--- src/hw/rtl/cc20_pkg.sv ---
// shared constants, types and helper functions for the chacha20 stream cipher
package cc20_pkg;

	// double rounds per keystream block
	localparam int DOUBLE_ROUNDS = 10;
	// the round unit does half a quarter round per lane per cycle
	localparam int ROUND_STEPS = DOUBLE_ROUNDS * 4;
	localparam int STEP_W = $clog2(ROUND_STEPS);

	localparam logic [31:0] SIGMA_0 = 32'h61707865;
	localparam logic [31:0] SIGMA_1 = 32'h3320646e;
	localparam logic [31:0] SIGMA_2 = 32'h79622d32;
	localparam logic [31:0] SIGMA_3 = 32'h6b206574;

	localparam int ROT_A = 16;
	localparam int ROT_B = 12;
	localparam int ROT_C = 8;
	localparam int ROT_D = 7;

	// configuration register map, register i at byte address 8*i
	localparam int ADDR_W = 6;
	localparam logic [2:0] REG_KEY_01   = 3'd0;
	localparam logic [2:0] REG_KEY_23   = 3'd1;
	localparam logic [2:0] REG_KEY_45   = 3'd2;
	localparam logic [2:0] REG_KEY_67   = 3'd3;
	localparam logic [2:0] REG_NONCE_01 = 3'd4;
	localparam logic [2:0] REG_NONCE_2  = 3'd5;
	localparam logic [2:0] REG_START    = 3'd6;

	localparam logic [3:0] MAX_BYTES = 4'd8;

	typedef logic [15:0][31:0] state_t;
	typedef logic [3:0][63:0] key_t;

	function automatic logic [31:0] rotl(input logic [31:0] v, input int n);
		return (v << n) | (v >> (32 - n));
	endfunction

	function automatic state_t init_state(input key_t key, input logic [63:0] nonce01,
			input logic [31:0] nonce2, input logic [31:0] ctr);
		state_t s;
		s[0] = SIGMA_0;
		s[1] = SIGMA_1;
		s[2] = SIGMA_2;
		s[3] = SIGMA_3;
		for (int i = 0; i < 4; i++) begin
			s[4 + 2 * i] = key[i][31:0];
			s[5 + 2 * i] = key[i][63:32];
		end
		s[12] = ctr;
		s[13] = nonce01[31:0];
		s[14] = nonce01[63:32];
		s[15] = nonce2;
		return s;
	endfunction

endpackage

--- src/hw/rtl/cc20_in_if.sv ---
// input stream channel: message words with byte count and last flag
interface cc20_in_if;
	logic        valid;
	logic        ready;
	logic [63:0] data_word;
	logic [3:0]  byte_count;
	logic        last_word;

	modport source (output valid, output data_word, output byte_count, output last_word,
		input ready);
	modport sink (input valid, input data_word, input byte_count, input last_word,
		output ready);
endinterface

--- src/hw/rtl/cc20_out_if.sv ---
// output stream channel: ciphered words with byte count and last flag
interface cc20_out_if;
	logic        valid;
	logic        ready;
	logic [63:0] out_word;
	logic [3:0]  out_byte_count;
	logic        out_last;

	modport source (output valid, output out_word, output out_byte_count, output out_last,
		input ready);
	modport sink (input valid, input out_word, input out_byte_count, input out_last,
		output ready);
endinterface

--- src/hw/rtl/chacha20_stream_cipher.sv ---
// chacha20 stream cipher top level: config registers, sequencer, keystream store, output
// path: a word that opens a keystream block passes the round-unit steps, the final add and
// the output load before it is registered at the output; other words go straight to the output load
// the rate is set by the shared round unit, which does half a quarter round on four lanes per
// cycle; one word is worked on at a time
// reset: arst_n clears the sequencer, counters, message state and config registers to zero
module chacha20_stream_cipher
	import cc20_pkg::*;
(
	input  logic              clk,
	input  logic              arst_n,
	cc20_in_if.sink           din,
	cc20_out_if.source        dout,
	input  logic              psel,
	input  logic              penable,
	input  logic              pwrite,
	input  logic [ADDR_W-1:0] paddr,
	input  logic [63:0]       pwdata,
	output logic [63:0]       prdata,
	output logic              pready
);

	// sequencer states
	localparam logic [1:0] S_IDLE  = 2'd0;
	localparam logic [1:0] S_ROUND = 2'd1;
	localparam logic [1:0] S_FINAL = 2'd2;
	localparam logic [1:0] S_EMIT  = 2'd3;

	logic [1:0]        state_q;
	logic [STEP_W-1:0] step_q;

	// configuration registers
	key_t        key_q;
	logic [63:0] nonce01_q;
	logic [31:0] nonce2_q;
	logic [31:0] start_ctr_q;

	// message state
	logic [31:0] blk_ctr_q;
	logic [2:0]  pos_q;
	logic        active_q;

	// held input word
	logic [63:0] data_q;
	logic [3:0]  cnt_q;
	logic        last_q;

	// working state of the block function and the finished keystream block
	state_t w_q;
	state_t ks_q;
	state_t w_nxt;

	// output register
	logic        out_valid_q;
	logic [63:0] out_word_q;
	logic [3:0]  out_cnt_q;
	logic        out_last_q;

	logic        in_acc;
	logic        out_free;
	logic        need_blk;
	logic        cfg_wr;
	logic [2:0]  cfg_idx;
	logic [31:0] ctr_eff;
	logic [3:0]  cnt_sat;
	state_t      init_acc;
	state_t      init_fin;
	logic [63:0] ks_word;
	logic [63:0] byte_mask;

	// apb side: no wait states (pready tied high), registers decoded on paddr[5:3]
	assign pready  = 1'b1;
	assign cfg_wr  = psel & penable & pwrite;
	assign cfg_idx = paddr[5:3];

	always_comb begin
		case (cfg_idx)
			REG_KEY_01:   prdata = key_q[0];
			REG_KEY_23:   prdata = key_q[1];
			REG_KEY_45:   prdata = key_q[2];
			REG_KEY_67:   prdata = key_q[3];
			REG_NONCE_01: prdata = nonce01_q;
			REG_NONCE_2:  prdata = {32'd0, nonce2_q};
			REG_START:    prdata = {32'd0, start_ctr_q};
			default:      prdata = 64'd0;
		endcase
	end

	always_ff @(posedge clk or negedge arst_n) begin
		if (!arst_n) begin
			key_q       <= '0;
			nonce01_q   <= '0;
			nonce2_q    <= '0;
			start_ctr_q <= '0;
		end else if (cfg_wr) begin
			case (cfg_idx)
				REG_KEY_01:   key_q[0]    <= pwdata;
				REG_KEY_23:   key_q[1]    <= pwdata;
				REG_KEY_45:   key_q[2]    <= pwdata;
				REG_KEY_67:   key_q[3]    <= pwdata;
				REG_NONCE_01: nonce01_q   <= pwdata;
				REG_NONCE_2:  nonce2_q    <= pwdata[31:0];
				REG_START:    start_ctr_q <= pwdata[31:0];
				default:      ;
			endcase
		end
	end

	// stream handshakes: one word in flight, output register frees the input side
	assign din.ready           = (state_q == S_IDLE);
	assign in_acc              = din.valid & din.ready;
	assign out_free            = !out_valid_q || dout.ready;
	assign dout.valid          = out_valid_q;
	assign dout.out_word       = out_word_q;
	assign dout.out_byte_count = out_cnt_q;
	assign dout.out_last       = out_last_q;

	// a new message reloads the counter; a block is made at slot zero
	assign ctr_eff  = active_q ? blk_ctr_q : start_ctr_q;
	assign need_blk = !active_q || (pos_q == 3'd0);
	assign cnt_sat  = (din.byte_count > MAX_BYTES) ? MAX_BYTES : din.byte_count;

	// block input state; counter already settled by the time of the final add
	assign init_acc = init_state(key_q, nonce01_q, nonce2_q, ctr_eff);
	assign init_fin = init_state(key_q, nonce01_q, nonce2_q, blk_ctr_q);

	// step bit 0 picks the half of the quarter round, bit 1 column or diagonal
	cc20_round u_round (
		.cur  (w_q),
		.diag (step_q[1]),
		.half (step_q[0]),
		.nxt  (w_nxt)
	);

	// keystream slot of this word, and the valid-byte mask
	assign ks_word = {ks_q[{pos_q, 1'b1}], ks_q[{pos_q, 1'b0}]};

	always_comb begin
		for (int j = 0; j < 8; j++) begin
			byte_mask[8 * j +: 8] = {8{(4'(j) < cnt_q)}};
		end
	end

	// sequencer and message state
	always_ff @(posedge clk or negedge arst_n) begin
		if (!arst_n) begin
			state_q     <= S_IDLE;
			step_q      <= '0;
			blk_ctr_q   <= '0;
			pos_q       <= '0;
			active_q    <= 1'b0;
			out_valid_q <= 1'b0;
		end else begin
			if (state_q == S_EMIT && out_free) begin
				out_valid_q <= 1'b1;
			end else if (dout.ready) begin
				out_valid_q <= 1'b0;
			end
			case (state_q)
				S_IDLE: begin
					if (in_acc) begin
						if (!active_q) begin
							blk_ctr_q <= start_ctr_q;
							pos_q     <= '0;
							active_q  <= 1'b1;
						end
						step_q  <= '0;
						state_q <= need_blk ? S_ROUND : S_EMIT;
					end
				end
				S_ROUND: begin
					step_q <= step_q + 1'b1;
					if (step_q == STEP_W'(ROUND_STEPS - 1)) begin
						state_q <= S_FINAL;
					end
				end
				S_FINAL: begin
					state_q <= S_EMIT;
				end
				S_EMIT: begin
					if (out_free) begin
						pos_q <= pos_q + 1'b1;
						if (pos_q == 3'd7) begin
							blk_ctr_q <= blk_ctr_q + 1'b1;
						end
						if (last_q) begin
							active_q <= 1'b0;
						end
						state_q <= S_IDLE;
					end
				end
				default: state_q <= S_IDLE;
			endcase
		end
	end

	// payload path, no reset needed
	always_ff @(posedge clk) begin
		if (in_acc) begin
			data_q <= din.data_word;
			cnt_q  <= cnt_sat;
			last_q <= din.last_word;
			w_q    <= init_acc;
		end else if (state_q == S_ROUND) begin
			w_q <= w_nxt;
		end
		if (state_q == S_FINAL) begin
			for (int i = 0; i < 16; i++) begin
				ks_q[i] <= w_q[i] + init_fin[i];
			end
		end
		if (state_q == S_EMIT && out_free) begin
			out_word_q <= (data_q ^ ks_word) & byte_mask;
			out_cnt_q  <= cnt_q;
			out_last_q <= last_q;
		end
	end

endmodule

--- src/hw/rtl/cc20_round.sv ---
// shared round unit: half a quarter round on four lanes, column or diagonal
module cc20_round
	import cc20_pkg::*;
(
	input  state_t cur,
	input  logic   diag,
	input  logic   half,
	output state_t nxt
);

	always_comb begin
		logic [1:0]  sb, sc, sd;
		logic [3:0]  ia, ib, ic, id;
		logic [31:0] a, b, c, d;
		nxt = cur;
		for (int i = 0; i < 4; i++) begin
			// diagonal lanes shift rows one, two and three places
			sb = 2'(i) + {1'b0, diag};
			sc = 2'(i) + {diag, 1'b0};
			sd = 2'(i) + {diag, diag};
			ia = {2'b00, 2'(i)};
			ib = {2'b01, sb};
			ic = {2'b10, sc};
			id = {2'b11, sd};
			a = cur[ia];
			b = cur[ib];
			c = cur[ic];
			d = cur[id];
			a = a + b;
			d = d ^ a;
			d = half ? rotl(d, ROT_C) : rotl(d, ROT_A);
			c = c + d;
			b = b ^ c;
			b = half ? rotl(b, ROT_D) : rotl(b, ROT_B);
			nxt[ia] = a;
			nxt[ib] = b;
			nxt[ic] = c;
			nxt[id] = d;
		end
	end

endmodule

--- src/flat_wrapper.sv ---
// flat-port wrapper written by rule: the top's interface ports become plain ports
module chacha20_stream_cipher_flat import cc20_pkg::*;
  (clk, arst_n, psel, penable, pwrite, paddr, pwdata, prdata, pready, din_valid, din_data_word, din_byte_count, din_last_word, din_ready, dout_valid, dout_out_word, dout_out_byte_count, dout_out_last, dout_ready);
  cc20_in_if din_i ();
  cc20_out_if dout_i ();
  input  logic clk;
  input  logic arst_n;
  input  logic psel;
  input  logic penable;
  input  logic pwrite;
  input  logic [ADDR_W-1:0] paddr;
  input  logic [63:0] pwdata;
  output logic [63:0] prdata;
  output logic pready;
  input wire logic [$bits(din_i.valid)-1:0] din_valid;
  input wire logic [$bits(din_i.data_word)-1:0] din_data_word;
  input wire logic [$bits(din_i.byte_count)-1:0] din_byte_count;
  input wire logic [$bits(din_i.last_word)-1:0] din_last_word;
  output wire logic [$bits(din_i.ready)-1:0] din_ready;
  output wire logic [$bits(dout_i.valid)-1:0] dout_valid;
  output wire logic [$bits(dout_i.out_word)-1:0] dout_out_word;
  output wire logic [$bits(dout_i.out_byte_count)-1:0] dout_out_byte_count;
  output wire logic [$bits(dout_i.out_last)-1:0] dout_out_last;
  input wire logic [$bits(dout_i.ready)-1:0] dout_ready;
  assign din_i.valid = din_valid;
  assign din_i.data_word = din_data_word;
  assign din_i.byte_count = din_byte_count;
  assign din_i.last_word = din_last_word;
  assign din_ready = din_i.ready;
  assign dout_valid = dout_i.valid;
  assign dout_out_word = dout_i.out_word;
  assign dout_out_byte_count = dout_i.out_byte_count;
  assign dout_out_last = dout_i.out_last;
  assign dout_i.ready = dout_ready;
  chacha20_stream_cipher u_core (.clk(clk), .arst_n(arst_n), .din(din_i), .dout(dout_i), .psel(psel), .penable(penable), .pwrite(pwrite), .paddr(paddr), .pwdata(pwdata), .prdata(prdata), .pready(pready));
endmodule
--- config.mk ---
export PLATFORM = sky130hd
export DESIGN_NAME = chacha20_stream_cipher_flat
export DESIGN_NICKNAME = d
export VERILOG_FILES = /design/src/hw/rtl/cc20_pkg.sv /design/src/hw/rtl/cc20_in_if.sv /design/src/hw/rtl/cc20_out_if.sv /design/src/hw/rtl/chacha20_stream_cipher.sv /design/src/hw/rtl/cc20_round.sv /design/src/flat_wrapper.sv
export SDC_FILE = /design/constraint.sdc
export NUM_CORES = 2
export LEC_CHECK = 0
export BUFFER_PORTS_ARGS = -buffer_cell sky130_fd_sc_hd__buf_2
export CORE_MARGIN = 4
export CORE_UTILIZATION = 30
export DETAILED_ROUTE_END_ITERATION = 8
export PLACE_DENSITY_LB_ADDON = 0.12
export SLEW_MARGIN = 20
export SYNTH_ARGS = -nofsm -noshare
export SYNTH_HDL_FRONTEND = slang
export SYNTH_SLANG_ARGS = --single-unit
--- constraint.sdc ---
create_clock -name clk -period 19 [get_ports clk]
set_clock_uncertainty 0.05 [all_clocks]
set_input_delay 0 -clock clk [delete_from_list [all_inputs] [get_ports clk]]
set_output_delay 0 -clock clk [all_outputs]
set_load 0.02 [all_outputs]
Word-level counts from Yosys, hierarchy flattened
Cells that the tools add are included.
{ "word_totals": {"ff_bits": 1591, "output_inout_bits": 136} }
{ "op_classes": {"n_addsub": 36, "magnitude_cmp": 35, "eq_ne": 17, "muxes": 97, "n_bitwise": 29, "reduce_logical": 36} }
{ "op_table": {"columns": ["op", "count"], "rows": [
  ["512-bit bitwise mux", 12],
  ["32-bit 2-to-1 mux", 41],
  ["512-bit 2-to-1 mux", 2],
  ["32-bit adder", 20],
  ["32-bit binary-select mux with 2-bit select", 9],
  ["32-bit demux with 2-bit select", 9],
  ["64-bit case mux with 7 select lines", 1],
  ["32-bit bitwise XOR", 8],
  ["32-bit binary-select mux with 3-bit select", 2],
  ["32-bit by 12-bit OR with 32-bit output", 4],
  ["32-bit by 16-bit OR with 32-bit output", 4],
  ["32-bit by 7-bit OR with 32-bit output", 4],
  ["32-bit by 8-bit OR with 32-bit output", 4],
  ["32-bit by 31-bit adder with 32-bit output, second input constant", 3],
  ["32-bit demux with 1-bit select", 3],
  ["64-bit AND", 1],
  ["32-bit case mux with 2 select lines", 1],
  ["64-bit bitwise XOR", 1],
  ["4-bit by 5-bit less-than comparator with 1-bit output, second input constant", 10],
  ["32-bit by 1-bit adder with 32-bit output, second input constant", 1],
  ["32-bit by 30-bit adder with 32-bit output, second input constant", 1],
  ["4-bit by 1-bit >= comparator with 1-bit output, second input constant", 8],
  ["3-bit by 5-bit less-than comparator with 1-bit output, second input constant", 4],
  ["3-bit by 4-bit less-than comparator with 1-bit output, first input constant", 4],
  ["36 further kinds", 93]
]} }

Depth between registers and ports, before layout
{ "logic_depth": {"ltp_word": 24, "mapped_depth": 35, "mapped_depth_nobuf": 30} }

Cells and area by module
Synthesis repeated with hierarchy kept, for this count alone.
{ "unflattened": {"cells_unflattened": 11221, "area_unflattened_um2": 112035.0} }
{ "by_module_without_submodules": {"columns": ["module", "instances", "cells_each", "area_each_um2", "seq_area_each_um2"], "rows": [
  ["chacha20_stream_cipher", 1, 7497, 85507.0, 44347.5],
  ["cc20_round", 1, 3724, 26527.9, 0.0]
]} }

Least setup slack after synthesis
OpenSTA, ideal clock, no wires.
{ "synth_timing": {"path_type": "reg2reg", "from": "register u_core.state_q[0]", "to": "register u_core.w_q[504] (netlist name), data pin", "setup_ns": 0.205, "arrival_time_ns": 13.403, "slack_ns": 5.342, "stages_incl_launch_ff": 11, "path_buffers": 2, "path_cell_list": "dfrtp_1 > inv_1 > ha_1 > nand2_1 > inv_1 > clkbuf_1 > nor2_1 > clkinv_1 > buf_1 > o21ai_0 > a21oi_1"} }
{ "synth_via": {"elab_chain_cells": 3} }
{ "synth_lines": {"columns": ["element", "line_no", "rtl"], "rows": [
  ["start: declaration", "chacha20_stream_cipher.sv:29", "logic [1:0] state_q;"],
  ["start signal: assignment", "chacha20_stream_cipher.sv:168", "state_q <= need_blk ? S_ROUND : S_EMIT;"],
  ["2-bit zero test", "chacha20_stream_cipher.sv:110", "assign din.ready = (state_q == S_IDLE);"],
  ["via din_ready", "flat_wrapper.sv:19", "output wire logic [$bits(din_i.ready)-1:0] din_ready;"],
  ["1-bit AND", "chacha20_stream_cipher.sv:111", "assign in_acc = din.valid & din.ready;"],
  ["512-bit 2-to-1 mux", "chacha20_stream_cipher.sv:199", "if (in_acc) begin"],
  ["end signal: assignment", "chacha20_stream_cipher.sv:203", "w_q <= init_acc;"],
  ["end signal: assignment", "chacha20_stream_cipher.sv:205", "w_q <= w_nxt;"],
  ["end: declaration", "chacha20_stream_cipher.sv:49", "state_t w_q;"]
]} }
The timed path passes the listed nets, and every way through them passes these cells.
A chain may end at the register's enable or synchronous reset.

Final worst setup path
{ "layout_timing": {"from": "register u_core.step_q[1]", "to": "register u_core.w_q[196] (netlist name), data pin"} }
{ "layout_via": {"elab_chain_cells": 24, "word_cells_on_any_way": 102, "classes_between": "add/sub: 17; order compare: 6; mux: 52; bitwise: 24; reduce/logical: 3"} }
{ "layout_lines": {"columns": ["element", "line_no", "rtl"], "rows": [
  ["start: declaration", "chacha20_stream_cipher.sv:30", "logic [STEP_W-1:0] step_q;"],
  ["start signal: assignment", "chacha20_stream_cipher.sv:172", "step_q <= step_q + 1'b1;"],
  ["32-bit 2-to-1 mux (not written as such) (2 in a row)", "cc20_round.sv:26", "b = cur[ib];"],
  ["32-bit adder", "cc20_round.sv:29", "a = a + b;"],
  ["32-bit bitwise XOR", "cc20_round.sv:30", "d = d ^ a;"],
  ["32-bit by 16-bit OR with 32-bit output / 32-bit by 8-bit OR with 32-bit output (equally long branches)", "cc20_pkg.sv:36", "return (v << n) | (v >> (32 - n));"],
  ["32-bit 2-to-1 mux", "cc20_round.sv:31", "d = half ? rotl(d, ROT_C) : rotl(d, ROT_A);"],
  ["32-bit adder", "cc20_round.sv:32", "c = c + d;"],
  ["32-bit bitwise XOR", "cc20_round.sv:33", "b = b ^ c;"],
  ["32-bit by 12-bit OR with 32-bit output / 32-bit by 7-bit OR with 32-bit output (equally long branches)", "cc20_pkg.sv:36", null],
  ["(+7 left out)", null, null],
  ["512-bit bitwise mux", "cc20_round.sv:36", "nxt[ib] = b;"],
  ["512-bit bitwise mux", "cc20_round.sv:37", "nxt[ic] = c;"],
  ["512-bit bitwise mux", "cc20_round.sv:38", "nxt[id] = d;"],
  ["512-bit bitwise mux", "cc20_round.sv:36", null],
  ["512-bit bitwise mux", "cc20_round.sv:37", null],
  ["512-bit bitwise mux (*)", "cc20_round.sv:38", null],
  ["512-bit 2-to-1 mux (*)", "chacha20_stream_cipher.sv:204", "end else if (state_q == S_ROUND) begin"],
  ["512-bit 2-to-1 mux (*)", "chacha20_stream_cipher.sv:199", null]
]} }
Every way passes the cells marked *; elsewhere a longest branch is shown, timed or not. The select of a mux whose other input is x is not followed.

==> metrics.cfg <==
[outcome]
run_status = finished, violations left
violations = max-capacitance violations

[setup_path]
crit_path_start = u_core.step_q[1]
cp_common_cell = a21oi_1
slowest_stage = xor2_1
timing_worst_setup_path_type = flop to flop
worstSetupStartpointType = flop
max_stage_delay_ns = 1.03
r2r_cells = 30
path_max_fanout = 78
cp-end-kind = flop
cp.required_ns = 19.70
r2r-end = u_core.w_q[196]
reg2reg_from = u_core.step_q[1]
r2r_setup_slack_ns = 5.90
arrival_ns = 13.81

[worst_hold_path]
holdPathStages = 3
min_to = u_core.init_acc[223]
hp-class = input pin to flop
min-delay-start = pwdata[31]

[timing]
period_share_pct = 69.0
maxSlewHeadroom_pct = 0.486
setup_viol = 0
slew_viol_final = 0
setup_slack_ns = 5.90
hold_viol = 0
timing.setup.tns_ns = 0
fmax_mhz = 76.3
rsz0062_at_grt = no
period_needed_ns = 13.10
tightest_slew_ns = 1.48

[grt]
grt_antenna_before_repair = 44
grt_max_degree = 118
overflow = 0
grt_pass1_vias = 86800
grt_use_total_pct = 32.3
grt_pass1_wl_microns = 809000

[place]
io_buffers = 277
routabilityCongestion = 1.08
dp_hpwl_microns = 510000
pre_cts_slack_ns = 6.52

[routing]
wl_per_cell_microns = 38.9
drtPass1Iterations = 7
antenna_left = 0
avgViaCountPerCell = 5.72
drt_wl_total_microns = 622000
drc = 0
drt_iter0_markers = 10400
vias = 91500

[logic_synthesis]
synth-edff-count = 1034
postSynthAreaPerCell_sq_um = 10.5
yosysWarnings = 0
syn_nets = 11200
synth_seq_cells = 1591
syn_inst = 10400
synth_ff_type = edfxtp_1
mappedNetlistArea_sq_mm = 0.108
ys_seq_area_share_pct = 40.9
synth-async-reset-ratio_pct = 27.0
netlist-cell-type-count = 107

[job]
maxCapViolCount = 1

[clock_network]
cts_buffer_depth = 4
numCtsBuffers = 213
cts_tree = yes
postCtsSetupBuffers = 0
htreeDepth = 4
ctsHoldBuffers = 277
cts-resized-gates = 0
clock-root-buffer = clkbuf_16
clock_sinks = 1591
clk_latency_ns = 0.98
cts.clk_slew.worst_paths_ns = 0.06

[floorplan]
initial_utilization_pct = 30.2
dieArea_sq_mm = 0.371
core.rowCount = 220
core_area_sq_mm = 0.360
ioPinCount = 282
die_x_microns = 609
die_h_microns = 609

[finish]
nets = 11800
final_core_util_pct = 35.5
drive_gt1_share_pct = 17.2
area_growth_pct = 17.6

-- worst max path at each step --
| stage | to | slack (ns) | depth (start not counted) |
|---|---|---|---|
| 2_1_floorplan | u_core.w_q[504] | 5.34 | 10 |
| 3_3_place_gp | u_core.w_q[200] | 6.56 | 29 |
| 3_5_place_dp | u_core.w_q[200] | 6.52 | 29 |
| 4_1_cts | u_core.w_q[200] | 6.46 | 29 |
| 5_1_grt | u_core.w_q[203] | 6.13 | 29 |
| 6_report | u_core.w_q[196] | 5.90 | 30 |
-- final cells by class --
class                   count  area, sq um
fillers                 36100       232000
multi-input cells        8021        61900
flip-flops and latches   1591        44400
repair buffers            833         6430
clock buffers             290         6080
well taps                4773         5970
clock inverters           111         1460
inverters                 330         1270
diodes                     40          100
-- kinds of logic (layout without fill, tap and decap cells) --
family                   Yosys count  in the layout  synth area share, %
buffers and inverters            761           1564                 2.65
flip-flops                      1591           1591                 40.9
multiplexers                    1366           1366                 15.3
XOR/XNOR                        1034           1034                 8.42
AND/OR/NAND/NOR                 2369           2369                 9.74
AO/OA/AOI/OAI                   2598           2598                 15.3
adder cells (fa/ha/maj)          653            653                 7.67
other                              1             41              0.00346
-- routing by layer --
metal	vias up	track usage [%]	wire (microns)
met1	46400	40.1	252000
met5	-	0	378
met3	1088	7.42	45700
met4	20	19.7	46600
met2	4097	51.0	278000
li1	39900	-	-
-- Yosys cell counts (20+ instances only) --
cell | instances | share of area [%]
a211o_1 | 25 | 0.20
a211oi_1 | 73 | 0.51
a21boi_0 | 27 | 0.19
a21o_1 | 250 | 1.7
a21oi_1 | 698 | 3.2
a221o_1 | 34 | 0.31
a22o_1 | 64 | 0.52
a22oi_1 | 51 | 0.35
a31oi_1 | 60 | 0.35
and2_1 | 73 | 0.42
and3_1 | 73 | 0.42
buf_1 | 94 | 0.33
clkbuf_1 | 322 | 1.1
dfrtp_1 | 429 | 9.9
dfxtp_1 | 128 | 2.4
edfxtp_1 | 1034 | 29
fa_1 | 20 | 0.37
ha_1 | 633 | 7.3
inv_1 | 326 | 1.1
mux2_2 | 643 | 6.7
mux2i_1 | 552 | 5.1
mux4_2 | 171 | 3.5
nand2_1 | 775 | 2.7
nand2b_1 | 87 | 0.50
nand3_1 | 149 | 0.69
nand4_1 | 40 | 0.23
nor2_1 | 816 | 2.8
nor2b_1 | 87 | 0.50
nor3_1 | 139 | 0.64
o211ai_1 | 59 | 0.41
o21a_1 | 105 | 0.73
o21ai_0 | 633 | 2.9
o21ai_1 | 74 | 0.34
o21bai_1 | 70 | 0.48
o221ai_1 | 33 | 0.27
o22ai_1 | 38 | 0.22
o31ai_1 | 37 | 0.26
or2_2 | 37 | 0.21
or3_1 | 34 | 0.20
xnor2_1 | 643 | 5.2
xor2_1 | 385 | 3.1
-- cells in the final DEF, fill, tap and decap left out, drive strengths merged, types with 171 or more instances in the layout --
cell type    synthesis  final
xnor2              644    644
buf                109    557
nand2              775    775
nor2               816    816
ha                 633    633
a21oi              698    698
a21o               251    251
clkbuf             322    290
mux2               643    643
dlygate4sd3          0    276
edfxtp            1034   1034
dfrtp              429    429
o21ai              708    708
mux2i              552    552
inv                326    343
xor2               385    385
mux4               171    171
-- critical path, delay by kind of cell (launching register included) --
family | cells | cell delay, ns
AO/OA/AOI/OAI | 15 | 5.70
XOR/XNOR | 3 | 2.80
adder cells (fa/ha/maj) | 3 | 1.21
buffers and inverters | 3 | 0.60
flip-flops | 1 | 0.68
multiplexers | 3 | 1.25
AND/OR/NAND/NOR | 3 | 0.46
-- registers in the layout, indices dropped and copies added, names as in the netlist --
| register | flops |
|---|---|
| u_core.init_acc | 256 |
| u_core.blk_ctr_q | 32 |
| u_core.nonce01_q | 64 |
| u_core.dout.valid | 1 |
| u_core.state_q | 2 |
| u_core.w_q | 512 |
| u_core.nonce2_q | 32 |
| u_core.dout.out_byte_count | 4 |
| u_core.dout.out_word | 64 |
| u_core.dout.out_last | 1 |
| u_core.active_q | 1 |
| u_core.data_q | 64 |
| u_core.cnt_q | 4 |
| u_core.pos_q | 3 |
| u_core.last_q | 1 |
| u_core.ks_q | 512 |
| u_core.start_ctr_q | 32 |
| u_core.step_q | 6 |
-- stage by stage --
| step | hold WS, ns | cell area (sq um) | std cells |
|---|---|---|---|
| 2_1_floorplan | -0.346 | 108000 | 10400 |
| 3_3_place_gp | -0.0293 | 117000 | 15300 |
| 3_5_place_dp | -0.0242 | 117000 | 15300 |
| 4_1_cts | 0.0183 | 127000 | 15900 |
| 5_1_grt | 0.0656 | 127000 | 16000 |
| 6_report | 0.0637 | 128000 | 16000 |
Power is left out: the tool's default activity adds up to more than one toggle a clock period on the data nets, which glitch-free logic cannot reach.
